===== src/hw/rtl/lhs_pkg.sv =====
// Shared types and constants of the luma histogram statistics block.
`timescale 1ns / 1ps
package lhs_pkg;

    // Defaults of the top-level parameters
    localparam int LHS_NUM_BINS   = 60;
    localparam int LHS_COUNT_BITS = 30;
    localparam int QUEUE_DEPTH    = 4;

    // Field widths
    localparam int PIX_W       = 8;
    localparam int LUMA_W      = 22;
    localparam int BIN_W       = 7;   // bin code 0..NUM_BINS (0..60 by default), the top code is full white
    localparam int BIN_OUT_W   = 6;
    localparam int TOTAL_OUT_W = 30;
    localparam int MEAN_W      = 16;
    localparam int SUM_W       = 38;
    localparam int DIM_W       = 15;
    localparam int AREA_W      = 30;

    // Configuration register map
    localparam int CFG_IDX_W = 1;
    localparam logic [CFG_IDX_W-1:0] REG_IMAGE_WIDTH  = 1'd0;
    localparam logic [CFG_IDX_W-1:0] REG_IMAGE_HEIGHT = 1'd1;

    // Rec.709 weights scaled by 10000; full white sums to LUMA_FULL
    localparam logic [LUMA_W-1:0] LUMA_FULL    = 22'd2550000;
    localparam logic [LUMA_W-1:0] WEIGHT_RED   = 22'd2126;
    localparam logic [LUMA_W-1:0] WEIGHT_GREEN = 22'd7152;
    localparam logic [LUMA_W-1:0] WEIGHT_BLUE  = 22'd722;

    // Result kinds
    localparam logic KIND_BIN     = 1'b0;
    localparam logic KIND_SUMMARY = 1'b1;

    // Classified pixel, front to back
    typedef struct packed {
        logic [BIN_W-1:0]  bin;
        logic [LUMA_W-1:0] luma;
        logic [PIX_W-1:0]  red;
        logic [PIX_W-1:0]  green;
        logic [PIX_W-1:0]  blue;
        logic              last;
    } t_pix_item;

    // One result item
    typedef struct packed {
        logic                   item_kind;
        logic [BIN_OUT_W-1:0]   bin_number;
        logic [TOTAL_OUT_W-1:0] bin_total;
        logic [LUMA_W-1:0]      luma_min;
        logic [LUMA_W-1:0]      luma_max;
        logic [MEAN_W-1:0]      mean_red;
        logic [MEAN_W-1:0]      mean_green;
        logic [MEAN_W-1:0]      mean_blue;
        logic                   run_end;
    } t_result;

endpackage


===== src/hw/rtl/lhs_queue.sv =====
// Short FIFO of classified pixels between front and back.
`timescale 1ns / 1ps
module lhs_queue #(
    parameter int DEPTH = lhs_pkg::QUEUE_DEPTH
) (
    input  logic                i_clk,
    input  logic                i_rst_n,
    input  logic                i_push_valid,
    output logic                o_push_ready,
    input  lhs_pkg::t_pix_item  i_push_item,
    output logic                o_pop_valid,
    input  logic                i_pop,
    output lhs_pkg::t_pix_item  o_pop_item
);
    import lhs_pkg::*;

    localparam int PtrW = (DEPTH > 1) ? $clog2(DEPTH) : 1;
    localparam int CntW = $clog2(DEPTH + 1);
    localparam logic [PtrW-1:0] LastPtr = PtrW'(DEPTH - 1);

    t_pix_item       r_slot [DEPTH];
    logic [PtrW-1:0] r_wp;
    logic [PtrW-1:0] r_rp;
    logic [CntW-1:0] r_count;
    logic            push;
    logic            pop;

    assign o_push_ready = (r_count != CntW'(DEPTH));
    assign o_pop_valid  = (r_count != '0);
    assign push         = i_push_valid && o_push_ready;
    assign pop          = i_pop && o_pop_valid;
    assign o_pop_item   = r_slot[r_rp];

    always_ff @(posedge i_clk) begin
        if (push) begin
            r_slot[r_wp] <= i_push_item;
        end
    end

    // pointers wrap at the last slot
    always_ff @(posedge i_clk) begin
        if (!i_rst_n) begin
            r_wp    <= '0;
            r_rp    <= '0;
            r_count <= '0;
        end else begin
            if (push) begin
                r_wp <= (r_wp == LastPtr) ? '0 : r_wp + PtrW'(1);
            end
            if (pop) begin
                r_rp <= (r_rp == LastPtr) ? '0 : r_rp + PtrW'(1);
            end
            if (push && !pop) begin
                r_count <= r_count + CntW'(1);
            end else if (pop && !push) begin
                r_count <= r_count - CntW'(1);
            end
        end
    end
endmodule


===== config.mk =====
export PLATFORM = sky130hd
export DESIGN_NAME = lhs_queue
export DESIGN_NICKNAME = d
export VERILOG_FILES = /design/src/hw/rtl/lhs_pkg.sv /design/src/hw/rtl/lhs_queue.sv
export SDC_FILE = /design/constraint.sdc
export NUM_CORES = 1
export LEC_CHECK = 0
export BUFFER_PORTS_ARGS = -buffer_cell sky130_fd_sc_hd__buf_4
export CELL_PAD_IN_SITES_DETAIL_PLACEMENT = 0
export CELL_PAD_IN_SITES_GLOBAL_PLACEMENT = 1
export CORE_MARGIN = 4
export CORE_UTILIZATION = 50
export CTS_CLUSTER_SIZE = 12
export DETAILED_ROUTE_END_ITERATION = 6
export HOLD_SLACK_MARGIN = 0.02
export PLACE_DENSITY_LB_ADDON = 0.1
export SETUP_SLACK_MARGIN = 0.3
export SYNTH_ARGS = -nofsm -noshare
export SYNTH_HDL_FRONTEND = slang
export SYNTH_SLANG_ARGS = --single-unit

===== constraint.sdc =====
create_clock -name i_clk -period 7.03 [get_ports i_clk]
set_input_delay 1.7575 -clock i_clk [delete_from_list [all_inputs] [get_ports i_clk]]
set_output_delay 1.7575 -clock i_clk [all_outputs]
set_load 0.05 [all_outputs]

==> results.json <==
{
  "status": "finished clean",
  "fin_setup_tns_ns": 0,
  "slew_headroom": 0.449,
  "die_y_microns": 137,
  "power_density_nw_per_um2": 404,
  "hold_buffers": 0,
  "drtIter0Drc": 182,
  "synthCells": 333,
  "design_area_sq_um": 10100,
  "synth_area_sq_um": 8280,
  "via_per_inst": 5.36,
  "vias": 3742,
  "dr.pass1.iters": 4,
  "port-buffer-count": 113,
  "start_util": 0.516,
  "drive_gt1_frac": 0.442,
  "fin_nets": 529,
  "hpwl_microns": 8360,
  "grt_pass1_wl_microns": 22700,
  "tightest_slew_ns": 0.827,
  "wl_met2_microns": 7500,
  "critPathRequiredTime_ns": 5.27,
  "layout_setup_ws_ns": 2.63,
  "endpoint_kind": "output port",
  "syn_nets": 398,
  "cts_sinks": 225,
  "period_share": 0.625,
  "multiInputGateArea_sq_um": 1500,
  "hold_path.class": "flip-flop to flip-flop",
  "synth_cell_types": 26,
  "ir_drop_uv": 281,
  "placed_area_sq_um": 9350,
  "avgSynthCellArea_sq_um": 24.9,
  "track_usage": 0.161,
  "cts_buffers": 24,
  "num_rows": 46,
  "drc": 0,
  "setup_violations": 0,
  "yosys_warnings": 0,
  "path_max_fanout": 36,
  "cts_tree": "built",
  "cts-root-buf": "clkbuf_16",
  "ioPinCount": 114,
  "htree_levels": 1,
  "rsz0062_at_grt": "no",
  "cts_buffer_depth": 3,
  "wl_met3_microns": 905,
  "fmax_mhz": 227,
  "hold_viol": 0,
  "overflow": 0,
  "met1Wirelength_microns": 6060,
  "maxSlewViolCount": 0,
  "leakage_uw": 0.00341,
  "critical_path_class": "flip-flop to output port",
  "maxUsedRoutingLayer": "met4",
  "place_ws_ns": 3.04,
  "cts.repair.resized": 0,
  "cp.arrival_ns": 2.64,
  "grt_pass1_vias": 4071,
  "clk_latency_ns": 0.49,
  "post_cts_buffers": 0,
  "routedWlPerCell_microns": 21.0,
  "area_growth_pct": 21.8,
  "area.sequential_sq_um": 6670,
  "period_minus_slack_ns": 4.40,
  "core_area_sq_um": 16100,
  "synth_seq_cells": 225,
  "worstHoldPathCells": 2,
  "dieArea_sq_um": 18700,
  "drv_cap": 0,
  "n_antenna_cell": 0,
  "ant_nets": 0,
  "antenna_found_initial": 0,
  "worstSetupStartpointType": "flip-flop",
  "gp_congestion": 0.706,
  "path_clk_slew_ns": 0.06,
  "ys_seq_area_frac": 0.805,
  "grt_start_max_net_pins": 55,
  "routed_wl_microns": 14600,
  "worst-r2r-cell-count": 7,
  "skew_ns": 0.00830,
  "die_width_microns": 137,
  "nFillCells": 1124
}
-- per-layer routing --
metal  track usage  up-vias
met5             0        -
met4        0.0392        0
met3        0.0371       17
met2         0.268      101
met1         0.219     1947
li1              -     1677
-- synth_stat cells --
cell type,count,area [sq um]
dfxtp_1,9,180
buf_2,2,10.0
or3_2,2,15.0
edfxtp_1,216,6490
nand2_1,5,18.8
mux2i_1,2,20.0
nand3_1,2,10.0
and2_1,1,6.26
xor2_1,1,8.76
buf_6,6,67.6
and2_4,1,8.76
or3b_1,1,8.76
inv_1,3,11.3
o31ai_1,1,7.51
nor2_1,2,7.51
and3_2,4,30.0
o21ai_1,1,5.00
fa_1,1,20.0
clkbuf_1,6,22.5
nand4_1,1,6.26
xnor2_1,1,8.76
a21boi_0,1,7.51
mux4_2,54,1220
nor2b_1,1,6.26
o21ai_0,3,15.0
ha_1,6,75.1
-- per-stage QoR --
| stage | total power, uW | hold slack, ns | util | instances |
|---|---|---|---|---|
| 6_report | 4070 | 0.505 | 0.628 | 698 |
| 5_1_grt | 4250 | 0.549 | 0.628 | 698 |
| 4_1_cts | 4130 | 0.509 | 0.628 | 698 |
| 3_5_place_dp | 2970 | 0.501 | 0.582 | 654 |
| 3_3_place_gp | 2960 | 0.488 | 0.582 | 654 |
| 2_1_floorplan | 2620 | 0.468 | - | 333 |
-- area by class of cell --
cell class / count / share of cell area
well taps: 216 / 0.0268
clock inverters: 3 / 0.00211
repair buffers: 119 / 0.0886
clock buffers: 41 / 0.0710
multi-input cells: 91 / 0.149
inverters: 3 / 0.00112
flip-flops and latches: 225 / 0.662
-- flip-flops by register name, summed over array words and instances (netlist names), named ones only --
signal   count
r_rp         2
r_slot     216
r_wp         2
r_count      3
-- worst max-delay path, stage by stage (launching register included) --
cell	delay [ns]
dfxtp_4	0.60
buf_4	0.67
mux4_2	0.64
buf_4	0.21
-- final timing paths --
path,to,start,slack (ns)
setup reg to reg,r_count[2],r_count[0],4.52
hold / removal,r_wp[1],r_wp[1],0.50
setup / recovery,o_pop_item[47],flip-flop,2.63
hold reg to reg,r_wp[1],r_wp[1],0.50
-- report_power, final --
part	leakage, uW	switching, uW	internal, uW	total (uW)
Clock	0.000359	461	691	1150
Sequential	0.00205	61.8	1630	1690
Combinational	0.00100	793	433	1230
Total	0.00341	1320	2750	4070
-- cell families (layout without fill, tap and decap cells) --
family / Yosys count / in the layout / share of synthesized area
DFF: 225 / 225 / 0.805
muxes: 56 / 56 / 0.149
and+or+nand+nor: 20 / 20 / 0.0142
buffers and inverters: 17 / 166 / 0.0134
adders and majority gates: 7 / 7 / 0.0115
AOI/OAI and AO/OA: 6 / 6 / 0.00423
xor gates and xnor gates: 2 / 2 / 0.00212
-- cells in the final DEF, fill, tap and decap left out --
master     instances
dfxtp_1            7
dfxtp_2            1
nand2_1            5
ha_1               6
or3_2              2
clkinv_2           2
clkbuf_1          13
xnor2_1            1
and2_1             1
fa_1               1
a21boi_0           1
dfxtp_4            1
or3b_1             1
mux4_2            54
buf_4            119
nor2b_1            1
o31ai_1            1
o21ai_1            1
edfxtp_1         216
and3_2             4
xor2_1             1
nand3_1            2
o21ai_0            3
inv_1              3
clkbuf_8           3
and2_4             1
mux2i_1            2
nand4_1            1
clkbuf_16         25
inv_8              1
nor2_1             2
No activity file was read; power rests on OpenSTA's default activity.
