<file path="src/hw/rtl/lhs_pkg.sv">
// Shared types and constants of the luma histogram statistics block.
`timescale 1ns / 1ps
package lhs_pkg;

    // Defaults of the top-level parameters
    localparam int LHS_NUM_BINS   = 60;
    localparam int LHS_COUNT_BITS = 30;
    localparam int QUEUE_DEPTH    = 4;

    // Field widths
    localparam int PIX_W       = 8;
    localparam int LUMA_W      = 22;
    localparam int BIN_W       = 7;   // bin code 0..NUM_BINS (0..60 by default), the top code is full white
    localparam int BIN_OUT_W   = 6;
    localparam int TOTAL_OUT_W = 30;
    localparam int MEAN_W      = 16;
    localparam int SUM_W       = 38;
    localparam int DIM_W       = 15;
    localparam int AREA_W      = 30;

    // Configuration register map
    localparam int CFG_IDX_W = 1;
    localparam logic [CFG_IDX_W-1:0] REG_IMAGE_WIDTH  = 1'd0;
    localparam logic [CFG_IDX_W-1:0] REG_IMAGE_HEIGHT = 1'd1;

    // Rec.709 weights scaled by 10000; full white sums to LUMA_FULL
    localparam logic [LUMA_W-1:0] LUMA_FULL    = 22'd2550000;
    localparam logic [LUMA_W-1:0] WEIGHT_RED   = 22'd2126;
    localparam logic [LUMA_W-1:0] WEIGHT_GREEN = 22'd7152;
    localparam logic [LUMA_W-1:0] WEIGHT_BLUE  = 22'd722;

    // Result kinds
    localparam logic KIND_BIN     = 1'b0;
    localparam logic KIND_SUMMARY = 1'b1;

    // Classified pixel, front to back
    typedef struct packed {
        logic [BIN_W-1:0]  bin;
        logic [LUMA_W-1:0] luma;
        logic [PIX_W-1:0]  red;
        logic [PIX_W-1:0]  green;
        logic [PIX_W-1:0]  blue;
        logic              last;
    } t_pix_item;

    // One result item
    typedef struct packed {
        logic                   item_kind;
        logic [BIN_OUT_W-1:0]   bin_number;
        logic [TOTAL_OUT_W-1:0] bin_total;
        logic [LUMA_W-1:0]      luma_min;
        logic [LUMA_W-1:0]      luma_max;
        logic [MEAN_W-1:0]      mean_red;
        logic [MEAN_W-1:0]      mean_green;
        logic [MEAN_W-1:0]      mean_blue;
        logic                   run_end;
    } t_result;

endpackage

</file>
<file path="src/hw/rtl/lhs_ifs.sv">
// Pixel and result channel interfaces.
`timescale 1ns / 1ps
interface lhs_pix_if;
    import lhs_pkg::*;
    logic             valid;
    logic             ready;
    logic [PIX_W-1:0] red;
    logic [PIX_W-1:0] green;
    logic [PIX_W-1:0] blue;
    logic             final_pixel;

    modport source (output valid, red, green, blue, final_pixel, input ready);
    modport sink   (input valid, red, green, blue, final_pixel, output ready);
endinterface


</file>
<file path="src/hw/rtl/lhs_front.sv">
// Front end: luma per pixel and its histogram bin, two register stages.
`timescale 1ns / 1ps
module lhs_front #(
    parameter int NUM_BINS = lhs_pkg::LHS_NUM_BINS
) (
    input  logic                i_clk,
    input  logic                i_rst_n,
    lhs_pix_if.sink             i_pix,
    input  logic                i_push_ready,
    output logic                o_push_valid,
    output lhs_pkg::t_pix_item  o_push_item
);
    import lhs_pkg::*;

    // bin = floor(luma * NUM_BINS / LUMA_FULL) as a multiply by a rounded-up
    // reciprocal; the shift keeps luma_max * LUMA_FULL below 2^shift, so it is exact
    localparam int RecipShift = 43;
    localparam int RecipW     = 28;
    localparam int ProdW      = LUMA_W + RecipW;
    localparam logic [63:0] RecipNum =
        (64'(NUM_BINS) << RecipShift) + 64'(LUMA_FULL) - 64'd1;
    localparam logic [RecipW-1:0] BinRecip = RecipW'(RecipNum / 64'(LUMA_FULL));

    logic              en;
    logic [LUMA_W-1:0] n_luma;
    logic [ProdW-1:0]  prod;

    logic              r_a_valid;
    logic [LUMA_W-1:0] r_a_luma;
    logic [PIX_W-1:0]  r_a_red;
    logic [PIX_W-1:0]  r_a_green;
    logic [PIX_W-1:0]  r_a_blue;
    logic              r_a_last;
    logic              r_b_valid;
    t_pix_item         r_b_item;

    // whole pipe moves when the last stage is empty or drains into the queue
    assign en          = !r_b_valid || i_push_ready;
    assign i_pix.ready = en;

    assign n_luma = LUMA_W'(i_pix.red) * WEIGHT_RED
                  + LUMA_W'(i_pix.green) * WEIGHT_GREEN
                  + LUMA_W'(i_pix.blue) * WEIGHT_BLUE;

    assign prod = ProdW'(r_a_luma) * ProdW'(BinRecip);

    always_ff @(posedge i_clk) begin
        if (!i_rst_n) begin
            r_a_valid <= 1'b0;
            r_b_valid <= 1'b0;
        end else if (en) begin
            r_a_valid <= i_pix.valid;
            r_b_valid <= r_a_valid;
        end
    end

    always_ff @(posedge i_clk) begin
        if (en) begin
            r_a_luma       <= n_luma;
            r_a_red        <= i_pix.red;
            r_a_green      <= i_pix.green;
            r_a_blue       <= i_pix.blue;
            r_a_last       <= i_pix.final_pixel;
            r_b_item.bin   <= prod[RecipShift +: BIN_W];
            r_b_item.luma  <= r_a_luma;
            r_b_item.red   <= r_a_red;
            r_b_item.green <= r_a_green;
            r_b_item.blue  <= r_a_blue;
            r_b_item.last  <= r_a_last;
        end
    end

    assign o_push_valid = r_b_valid;
    assign o_push_item  = r_b_item;
endmodule

</file>
<file path="src/flat_wrapper.sv">
// flat-port wrapper written by rule: the top's interface ports become plain ports
module lhs_front_flat import lhs_pkg::*;
#(
    parameter int NUM_BINS = lhs_pkg::LHS_NUM_BINS
)
  (i_clk, i_rst_n, i_push_ready, o_push_valid, o_push_item, i_pix_valid, i_pix_red, i_pix_green, i_pix_blue, i_pix_final_pixel, i_pix_ready);
  lhs_pix_if i_pix_i ();
  input  logic i_clk;
  input  logic i_rst_n;
  input  logic i_push_ready;
  output logic o_push_valid;
  output lhs_pkg::t_pix_item o_push_item;
  input wire logic [$bits(i_pix_i.valid)-1:0] i_pix_valid;
  input wire logic [$bits(i_pix_i.red)-1:0] i_pix_red;
  input wire logic [$bits(i_pix_i.green)-1:0] i_pix_green;
  input wire logic [$bits(i_pix_i.blue)-1:0] i_pix_blue;
  input wire logic [$bits(i_pix_i.final_pixel)-1:0] i_pix_final_pixel;
  output wire logic [$bits(i_pix_i.ready)-1:0] i_pix_ready;
  assign i_pix_i.valid = i_pix_valid;
  assign i_pix_i.red = i_pix_red;
  assign i_pix_i.green = i_pix_green;
  assign i_pix_i.blue = i_pix_blue;
  assign i_pix_i.final_pixel = i_pix_final_pixel;
  assign i_pix_ready = i_pix_i.ready;
  lhs_front #(.NUM_BINS(NUM_BINS)) u_core (.i_clk(i_clk), .i_rst_n(i_rst_n), .i_pix(i_pix_i), .i_push_ready(i_push_ready), .o_push_valid(o_push_valid), .o_push_item(o_push_item));
endmodule
</file>
<file path="config.mk">
export PLATFORM = sky130hd
export DESIGN_NAME = lhs_front_flat
export DESIGN_NICKNAME = d
export VERILOG_FILES = /design/src/hw/rtl/lhs_pkg.sv /design/src/hw/rtl/lhs_ifs.sv /design/src/hw/rtl/lhs_front.sv /design/src/flat_wrapper.sv
export SDC_FILE = /design/constraint.sdc
export NUM_CORES = 1
export LEC_CHECK = 0
export BUFFER_PORTS_ARGS = -buffer_cell sky130_fd_sc_hd__buf_2
export CELL_PAD_IN_SITES_DETAIL_PLACEMENT = 0
export CELL_PAD_IN_SITES_GLOBAL_PLACEMENT = 1
export CORE_MARGIN = 2
export CORE_UTILIZATION = 57
export CTS_BUF_LIST = sky130_fd_sc_hd__clkbuf_8
export DETAILED_ROUTE_END_ITERATION = 10
export GPL_TIMING_DRIVEN = 0
export PLACE_DENSITY_LB_ADDON = 0.15
export SLEW_MARGIN = 5
export SYNTH_ARGS = -nofsm -noshare
export SYNTH_HDL_FRONTEND = slang
export SYNTH_SLANG_ARGS = --single-unit
</file>
<file path="constraint.sdc">
create_clock -name i_clk -period 16.87 [get_ports i_clk]
set_input_delay 0.8435 -clock i_clk [delete_from_list [all_inputs] [get_ports i_clk]]
set_output_delay 0.8435 -clock i_clk [all_outputs]
set_load 0.03 [all_outputs]
</file>
==> results.cfg, run 1 <==
[sta]
setup_tns_ns = 0
drv_slew = 0
max_slew_margin_pct = 54.6
finalClockSkew_ns = 0.0148
setup_slack_ns = 9.92
min_period_over_period_pct = 41.2
setup_viol = 0
hold_viol_final = 0
fmax_ghz = 0.144
rsz0062_at_grt = no
period_minus_slack_ns = 6.95
worstMarginPinSlew_ns = 0.682

[global_route]
grtUsageTotal_pct = 24.7
grt_pass1_vias = 11400
grt_pass1_wl_um = 58500
grt_max_degree = 69
overflow = 0
antenna_found_initial = 1

[synthesis]
netlist.area_leader.share_pct = 30.1
ys_ff_latch = 101
synth_top_family_by_area = adder cells
synth_nets = 2223
syn_avg_cell_area_um2 = 10.8
yosys.area.top_type = ha_1
yosys.area_share.simple_pct = 4.36
muxShareOfSynthArea_pct = 0.178
yosysSeqAreaShare_pct = 17.9
synth_cells = 1554
synthAdderAreaFrac_pct = 57.9
synth_compound_area_share_pct = 7.26
synth_area_leaders = ha_1 (30%), fa_1 (28%), edfxtp_1 (18%)
synth_edf_count = 99
async_reset_ff_share_pct = 0
syn_area_mm2 = 0.0169
yosysUniqueCellTypes = 52
yosys.area_share.xor_xnor_pct = 3.01
yosysMostFrequentCell = inv_1
ys_warn_count = 0
ys.flop_type = edfxtp_1
synthTopCellsByCount = inv_1 (416), ha_1 (406), fa_1 (234)

[floorplan]
rows = 62
start_util_pct = 58.3
fp.dieH_um = 176
design.die.area_mm2 = 0.0310
core-area_mm2 = 0.0289
io-pin-count = 85
die_w_um = 176

[routing]
viasPerCell = 5.26
postRouteAntennaNets = 0
drt_pass1_iterations = 4
vias = 10700
drcViolationCount = 0
wl_per_cell_um = 17.5
drtIter0Drc = 541
wirelength_um = 35600

[cts]
insertion_delay_ns = 0.40
clk_pin_slew_worst_paths_ns = 0.11
htreeDepth = 3
cts_tree = built
postCtsSetupRepairBufs = 0
postCtsHoldBufs = 0
cts-buffers-inserted = 9
cts-root-buf = clkbuf_8
clkSinkCount = 101
cts_buffer_depth = 2
cts-resized-gates = 0

[critical_path]
crit_chain = fa_1 -> inv_1 -> fa_1 -> inv_1 -> fa_1 -> fa_1 -> fa_1 -> fa_1 -> inv_1 -> fa_1 -> inv_1 -> ha_1 -> nand3_1 -> nor4_1 -> nand3_1 -> a21oi_1 -> o31a_1 -> nor2_1 -> o311ai_1
cp.arrival_ns = 7.17
critical_path.max_fanout = 9
crit_required_ns = 17.09
crit_slowest_cell = fa_1
slowest_delay_ns = 0.67
crit_type = flip-flop to flip-flop
cp-end-kind = flip-flop
critPathLaunchType = flip-flop
crit_top_cell = fa_1

[layout]
multi_input_area_mm2 = 0.0123
insertedDiodeCount = 0
synthToLayoutAreaGrowth_pct = 6.69
drive_gt1_share_pct = 6.47
fillers = 2414
nets = 2318
seqCellArea_mm2 = 0.00301

[worst_hold_path]
hold_class = flip-flop to flip-flop

[placement]
portBuffers = 83
dp_hpwl_um = 31300
gp_congestion = 0.876
dp_slack_ns = 9.77

[outcome]
run_status = finished clean

[flow_run]
drv_cap = 0
==> state kept, by name, summed over array words and instances (netlist names) <==
| signal | cells |
|---|---|
| u_core.o_push_item | 53 |
| u_core.r_a_luma | 21 |
| u_core.r_a_blue | 8 |
| u_core.r_a_green | 8 |
| u_core.r_a_red | 8 |
| u_core.o_push_valid | 1 |
| u_core.r_a_last | 1 |
| u_core.r_a_valid | 1 |
==> layout make-up <==
| cell class | count | area share (%) |
|---|---|---|
| multi-input combinational | 1033 | 68.2 |
| buffer | 4 | 0.104 |
| timing repair buffer | 84 | 2.46 |
| clock buffer | 9 | 0.689 |
| sequential | 101 | 16.8 |
| clock inverter | 7 | 0.410 |
| tap | 384 | 2.67 |
| inverter | 416 | 8.68 |
==> worst paths after layout <==
check	start	end	slack, ns	cells after the start
setup / recovery	u_core.r_a_luma[20]	u_core.o_push_item[50]	9.92	19
hold / removal	u_core.r_a_green[2]	u_core.o_push_item[11]	0.43	0
setup reg to reg	u_core.r_a_luma[20]	u_core.o_push_item[50]	9.92	19
hold reg to reg	u_core.r_a_green[2]	u_core.o_push_item[11]	0.43	0
==> per-layer routing <==
metal  global-route usage (%)  share of wire [%]  up-vias
met4                     7.06                2.4        2
met2                     45.3                 52      120
met1                     31.0                 43     5259
met5                        0              0.031        -
met3                     2.67                2.6       43
li1                         -                  -     5302
==> metrics by stage <==
step,hold WS (ns),cell area (um^2),utilization (%),instances
2_1_floorplan,0.400,16900,-,1554
3_3_place_gp,0.400,17800,61.4,2021
3_5_place_dp,0.405,17800,61.5,2022
4_1_cts,0.433,18000,62.2,2038
5_1_grt,0.439,18000,62.2,2038
6_report,0.430,18000,62.2,2038
==> cells in the final DEF, fill, tap and decap left out, drive strengths merged, types with 5 or more instances in the layout <==
cell type | synthesis | routed
inv | 416 | 419
ha | 406 | 406
fa | 234 | 234
edfxtp | 99 | 99
buf | 1 | 85
a21oi | 65 | 65
xnor2 | 42 | 42
a21o | 31 | 31
nand2 | 30 | 30
o21ai | 28 | 28
nor2 | 25 | 25
nand3 | 18 | 18
and3 | 16 | 16
xor2 | 16 | 16
nor3 | 12 | 12
clkbuf | 3 | 12
o21a | 11 | 11
o21bai | 10 | 10
nor2b | 8 | 8
a31oi | 7 | 7
nand4 | 6 | 6
or3 | 5 | 5
a211oi | 5 | 5
==> logic make-up after synthesis <==
kind of cell	count (synthesis)
adder cells (fa/ha/maj)	640
XOR/XNOR	58
other	1
multiplexers	3
buffers and inverters	420
AND/OR/NAND/NOR	143
flip-flops	101
AO/OA/AOI/OAI	188
==> worst max-delay path: cells and delay by family (launching register included) <==
kind	cells	cell delay, ns
compound gates	3	1.06
buf+inv	4	0.22
flops	1	0.66
fa+ha+maj	8	4.06
simple gates	4	0.76
Power of run 1 is not shown: default switching activity piles up to over one toggle a cycle in this logic, so the estimate is an artifact.
==> inputs of run 2 (changes only) <==
ABC_AREA = 1   (was unset)
CORE_UTILIZATION = 46   (was 57)
clock period = 6.2 ns   (was 16.87 ns; I/O delays follow)
==> run 2 against run 1 <==
Against the previous run: cell count grew 30%; via count increased by 20%; global-route usage is 2.1 points lower; synthesized cell count is 30% higher; clock skew grew 0.016 ns; non-clock buffer count rose by 10; worst hold slack lost 0.35 ns; area after synthesis up 8.7%; sequential cell count did not move; critical path type unchanged; highest routed layer is now met4.
==> results.cfg, run 2 <==
[outcome]
run_status = finished clean

[floorplan]
core-area_mm2 = 0.0395
io-pin-count = 85
die_w_um = 204
design.die.area_mm2 = 0.0415
fp.dieH_um = 204
rows = 73
start_util_pct = 46.3

[sta]
finalClockSkew_ns = 0.0310
fmax_ghz = 0.169
period_minus_slack_ns = 5.92
setup_slack_ns = 0.281
setup_viol = 0
whs_ns = 0.0749
max_slew_margin_pct = 58.0
min_period_over_period_pct = 95.5
worstMarginPinSlew_ns = 0.630
hold_viol_final = 0
rsz0062_at_grt = no
drv_slew = 0

[cts]
cts-buffers-inserted = 9
htreeDepth = 3
cts-root-buf = clkbuf_8
clkSinkCount = 101
insertion_delay_ns = 0.45
cts_buffer_depth = 2
clk_pin_slew_worst_paths_ns = 0.12
cts_tree = built

[global_route]
antenna_found_initial = 0
grt_pass1_vias = 13500
grtUsageTotal_pct = 22.6
grt_max_degree = 68
grt_pass1_wl_um = 71100
overflow = 0

[synthesis]
synth_cells = 2021
async_reset_ff_share_pct = 0
ys_ff_latch = 101
synth_nets = 2690
ys_warn_count = 0
yosysUniqueCellTypes = 36
yosysMostFrequentCell = inv_1
synthTopCellsByCount = inv_1 (536), ha_1 (406), nand2_1 (331)
yosys.area.top_type = ha_1
synth_edf_count = 99
synth_area_leaders = ha_1 (28%), fa_1 (26%), edfxtp_1 (16%)
yosysSeqAreaShare_pct = 16.4
syn_area_mm2 = 0.0183
netlist.area_leader.share_pct = 27.7
ys.flop_type = edfxtp_1
syn_avg_cell_area_um2 = 9.07

[critical_path]
crit_chain = buf_4 -> fa_1 -> inv_1 -> fa_1 -> inv_1 -> fa_2 -> fa_1 -> fa_2 -> fa_1 -> fa_1 -> ha_1 -> nand2_2 -> inv_1 -> a21oi_1 -> nand2_1 -> nand2_1 -> nand2_1 -> nand2_1 -> nand3_1 -> nand2_1 -> nand2_1
cp.arrival_ns = 6.13
slowest_delay_ns = 0.61
cp_top_family = adder cells
crit_slowest_cell = fa_2
critical_path.max_fanout = 6
critPathBufInv = 4
cp-end-kind = flip-flop
crit_required_ns = 6.41
crit_top_cell = nand2_1
crit_type = flip-flop to flip-flop
critPathLaunchType = flip-flop

[worst_hold_path]
hold_class = input port to flip-flop

[placement]
portBuffers = 83
dp_hpwl_um = 39000
gp_congestion = 0.880
placed_area_mm2 = 0.0194
dp_slack_ns = -0.210
post-place-cells = 2630

[routing]
wl_met1_um = 19200
dr.max_layer_used = met4
postRouteAntennaNets = 0
route.met3.wl_um = 916
viasPerCell = 4.84
wl_met2_um = 22300
wl_per_cell_um = 16.7
drcViolationCount = 0
drtIter0Drc = 596
vias = 12900
wirelength_um = 44300
drt_pass1_iterations = 7

[layout]
largest_register_ffs = 53
drive_gt1_share_pct = 6.70
final_cell_mix = inv_1 (535), ha_1 (406), nand2_1 (330), fa_1 (231), edfxtp_1 (99)
synthToLayoutAreaGrowth_pct = 7.95
final_common_cell = inv_1
seqCellArea_mm2 = 0.00301
fillers = 3795
insertedDiodeCount = 0
stdcell_count = 2658
multi_input_area_mm2 = 0.0133
final_area_mm2 = 0.0198
nets = 2797

[flow_run]
drv_cap = 0
==> run 2: logic make-up (layout without fill, tap and decap cells) <==
kind of cell    count (synthesis)  in the layout  synth area share, %
compound gates                161            161                 4.90
xor+xnor                       50             50                 2.39
fa+ha+maj                     640            640                 53.3
buf+inv                       539            651                 11.1
flops                         101            101                 16.4
other cells                     1              1               0.0205
simple gates                  529            529                 11.9
==> run 2: final timing paths <==
path,start,end,slack [ns],depth (start not counted)
max reg2reg,u_core.r_a_luma[19],u_core.o_push_item[51],0.28,21
max,u_core.r_a_luma[19],u_core.o_push_item[51],0.28,21
min reg2reg,u_core.r_a_green[1],u_core.o_push_item[10],0.43,0
min,i_pix_final_pixel,u_core.r_a_last,0.07,1
==> run 2: layout make-up <==
| cell class | count | area share, % |
|---|---|---|
| timing repair buffer | 96 | 2.69 |
| clock buffer | 9 | 0.626 |
| tap | 525 | 3.32 |
| clock inverter | 7 | 0.582 |
| sequential | 101 | 15.2 |
| buffer | 2 | 0.0632 |
| inverter | 537 | 10.2 |
| multi-input combinational | 1381 | 67.3 |
==> run 2: per-stage QoR <==
step	util, %	setup TNS [ns]
final	50.0	0
after global routing	50.0	0
after CTS	49.9	0
after detailed placement	49.1	-0.456
after global placement	49.1	-0.378
after floorplan	-	0
==> run 2: repair_timing <==
item                       CTS  global route
hold buffers                 0             0
cloned                       0             0
pin swaps                    0             3
setup endpoints to repair    5             7
buffers inserted             8             4
resized for setup            0             8
==> run 2: layer usage <==
metal	global-route usage, %	vias to the layer above
met1	27.5	6050
li1	-	6554
met5	0	-
met4	9.80	0
met3	2.09	75
met2	40.7	178
Power of run 2 is left out for the same reason.
==> inputs of run 3 (changes only) <==
CORE_UTILIZATION = 55   (was 46)
clock period = 7.4 ns   (was 6.2 ns; I/O delays follow)
==> run 3 against run 2 <==
Against the previous run: die area down 16%; critical path type unchanged; largest cell class unchanged; fmax down 5.4%; sequential share of layout area up 0.22 points; global-route usage up 2.9 points; sequential cell count unchanged; clock skew down 0.0042 ns; cell count down 3.6%.
==> results.cfg, run 3 (synthesis gave the netlist of run 2 again) <==
[critical_path]
crit_type = flip-flop to flip-flop
r2r-end = u_core.o_push_item[48]
critical_path.max_fanout = 9
r2r_start = u_core.r_a_luma[19]
crit_start = u_core.r_a_luma[19]
r2r.worst_path.cells = 21
cp.arrival_ns = 6.46
cp-end-kind = flip-flop
critPathCapture = u_core.o_push_item[48]
crit_required_ns = 7.60
critPathLaunchType = flip-flop
reg2reg_slack_ns = 1.14

[cts]
cts_buffer_depth = 2
clkSinkCount = 101
postCtsHoldBufs = 0
insertion_delay_ns = 0.43
cts-resized-gates = 0
postCtsSetupRepairBufs = 0
cts_tree = built
clk_pin_slew_worst_paths_ns = 0.12
cts-buffers-inserted = 9
cts-root-buf = clkbuf_8
htreeDepth = 3

[worst_hold_path]
hold_depth = 1
min_from = i_pix_final_pixel
hold_class = input port to flip-flop

[layout]
final_cell_mix = inv_1 (535), ha_1 (406), nand2_1 (331), fa_1 (234), edfxtp_1 (99)
drive_gt1_share_pct = 5.75
fillers = 2991
nets = 2785
final_common_cell = inv_1
largest_register_ffs = 53
synthToLayoutAreaGrowth_pct = 6.43
insertedDiodeCount = 0

[routing]
postRouteAntennaNets = 0
drt_pass1_iterations = 5
route.met3.wl_um = 1060
wl_met2_um = 22000
wl_per_cell_um = 16.6
wirelength_um = 42500
wl_met1_um = 17800
drtIter0Drc = 469
vias = 12900
viasPerCell = 5.04
drcViolationCount = 0
dr.max_layer_used = met4

[placement]
dp_hpwl_um = 37700
portBuffers = 83
gp_congestion = 0.919

[floorplan]
start_util_pct = 56.1
design.die.area_mm2 = 0.0348
core-area_mm2 = 0.0327
io-pin-count = 85
fp.dieH_um = 187
die_w_um = 187
rows = 66

[flow_run]
drv_cap = 0

[sta]
rsz0062_at_grt = no
min_period_over_period_pct = 84.6
period_minus_slack_ns = 6.26
fmax_ghz = 0.160
drv_slew = 0
hold_viol_final = 0
setup_viol = 0
setup_tns_ns = 0
worstMarginPinSlew_ns = 0.650
finalClockSkew_ns = 0.0269
max_slew_margin_pct = 56.7

[global_route]
grt_pass1_vias = 13500
grt_max_degree = 71
overflow = 0
antenna_found_initial = 0
grtUsageTotal_pct = 25.6
grt_pass1_wl_um = 68900

[outcome]
run_status = finished clean
[run 3: how the worst min path moves through the flow]
stage	endpoint	slack, ns
global route	u_core.r_a_last	0.11
CTS	u_core.r_a_last	0.09
floorplan	u_core.o_push_item[0]	0.40
detailed placement	u_core.o_push_item[16]	0.40
finish	u_core.r_a_last	0.14
global placement	u_core.o_push_item[12]	0.40
[run 3: area by class of cell]
class | count | area (um^2) | area share [%]
Sequential cell | 101 | 3010 | 15.4
Multi-Input combinational cell | 1381 | 13300 | 68.1
Clock buffer | 9 | 124 | 0.635
Tap cell | 442 | 553 | 2.83
Inverter | 537 | 2020 | 10.3
Clock inverter | 7 | 56.3 | 0.289
Timing Repair Buffer | 84 | 443 | 2.27
Buffer | 2 | 12.5 | 0.0641
[run 3: critical path, stage by stage (launching register included)]
cell and delay (ns):
edfxtp_1 0.66, fa_1 0.67, inv_1 0.08, fa_1 0.48
inv_1 0.05, fa_1 0.56, fa_1 0.49, fa_1 0.51
fa_1 0.54, inv_1 0.05, fa_1 0.52, inv_1 0.04
ha_1 0.31, nand2_1 0.10, nor2_1 0.14, inv_1 0.06
nor2_1 0.15, nand2_1 0.07, nor2_1 0.15, nand3_1 0.20
nand4_1 0.15, nand2_1 0.06
[run 3: per-stage QoR]
step,instances,cell area (um^2),hold WS (ns),utilization (%),setup slack [ns]
global placement,2546,19300,0.401,59.0,1.14
floorplan,2021,18300,0.400,-,1.83
global route,2563,19500,0.109,59.7,0.851
detailed placement,2547,19300,0.405,59.1,1.12
finish,2563,19500,0.139,59.7,1.14
CTS,2563,19500,0.0937,59.7,1.09
[run 3: per-layer routing]
layer / track usage, % / vias to the layer above
met2: 47.6 / 217
li1: - / 6514
met3: 2.69 / 83
met1: 30.1 / 6106
met5: 0 / -
met4: 10.1 / 0
Power of run 3 is left out for the same reason.
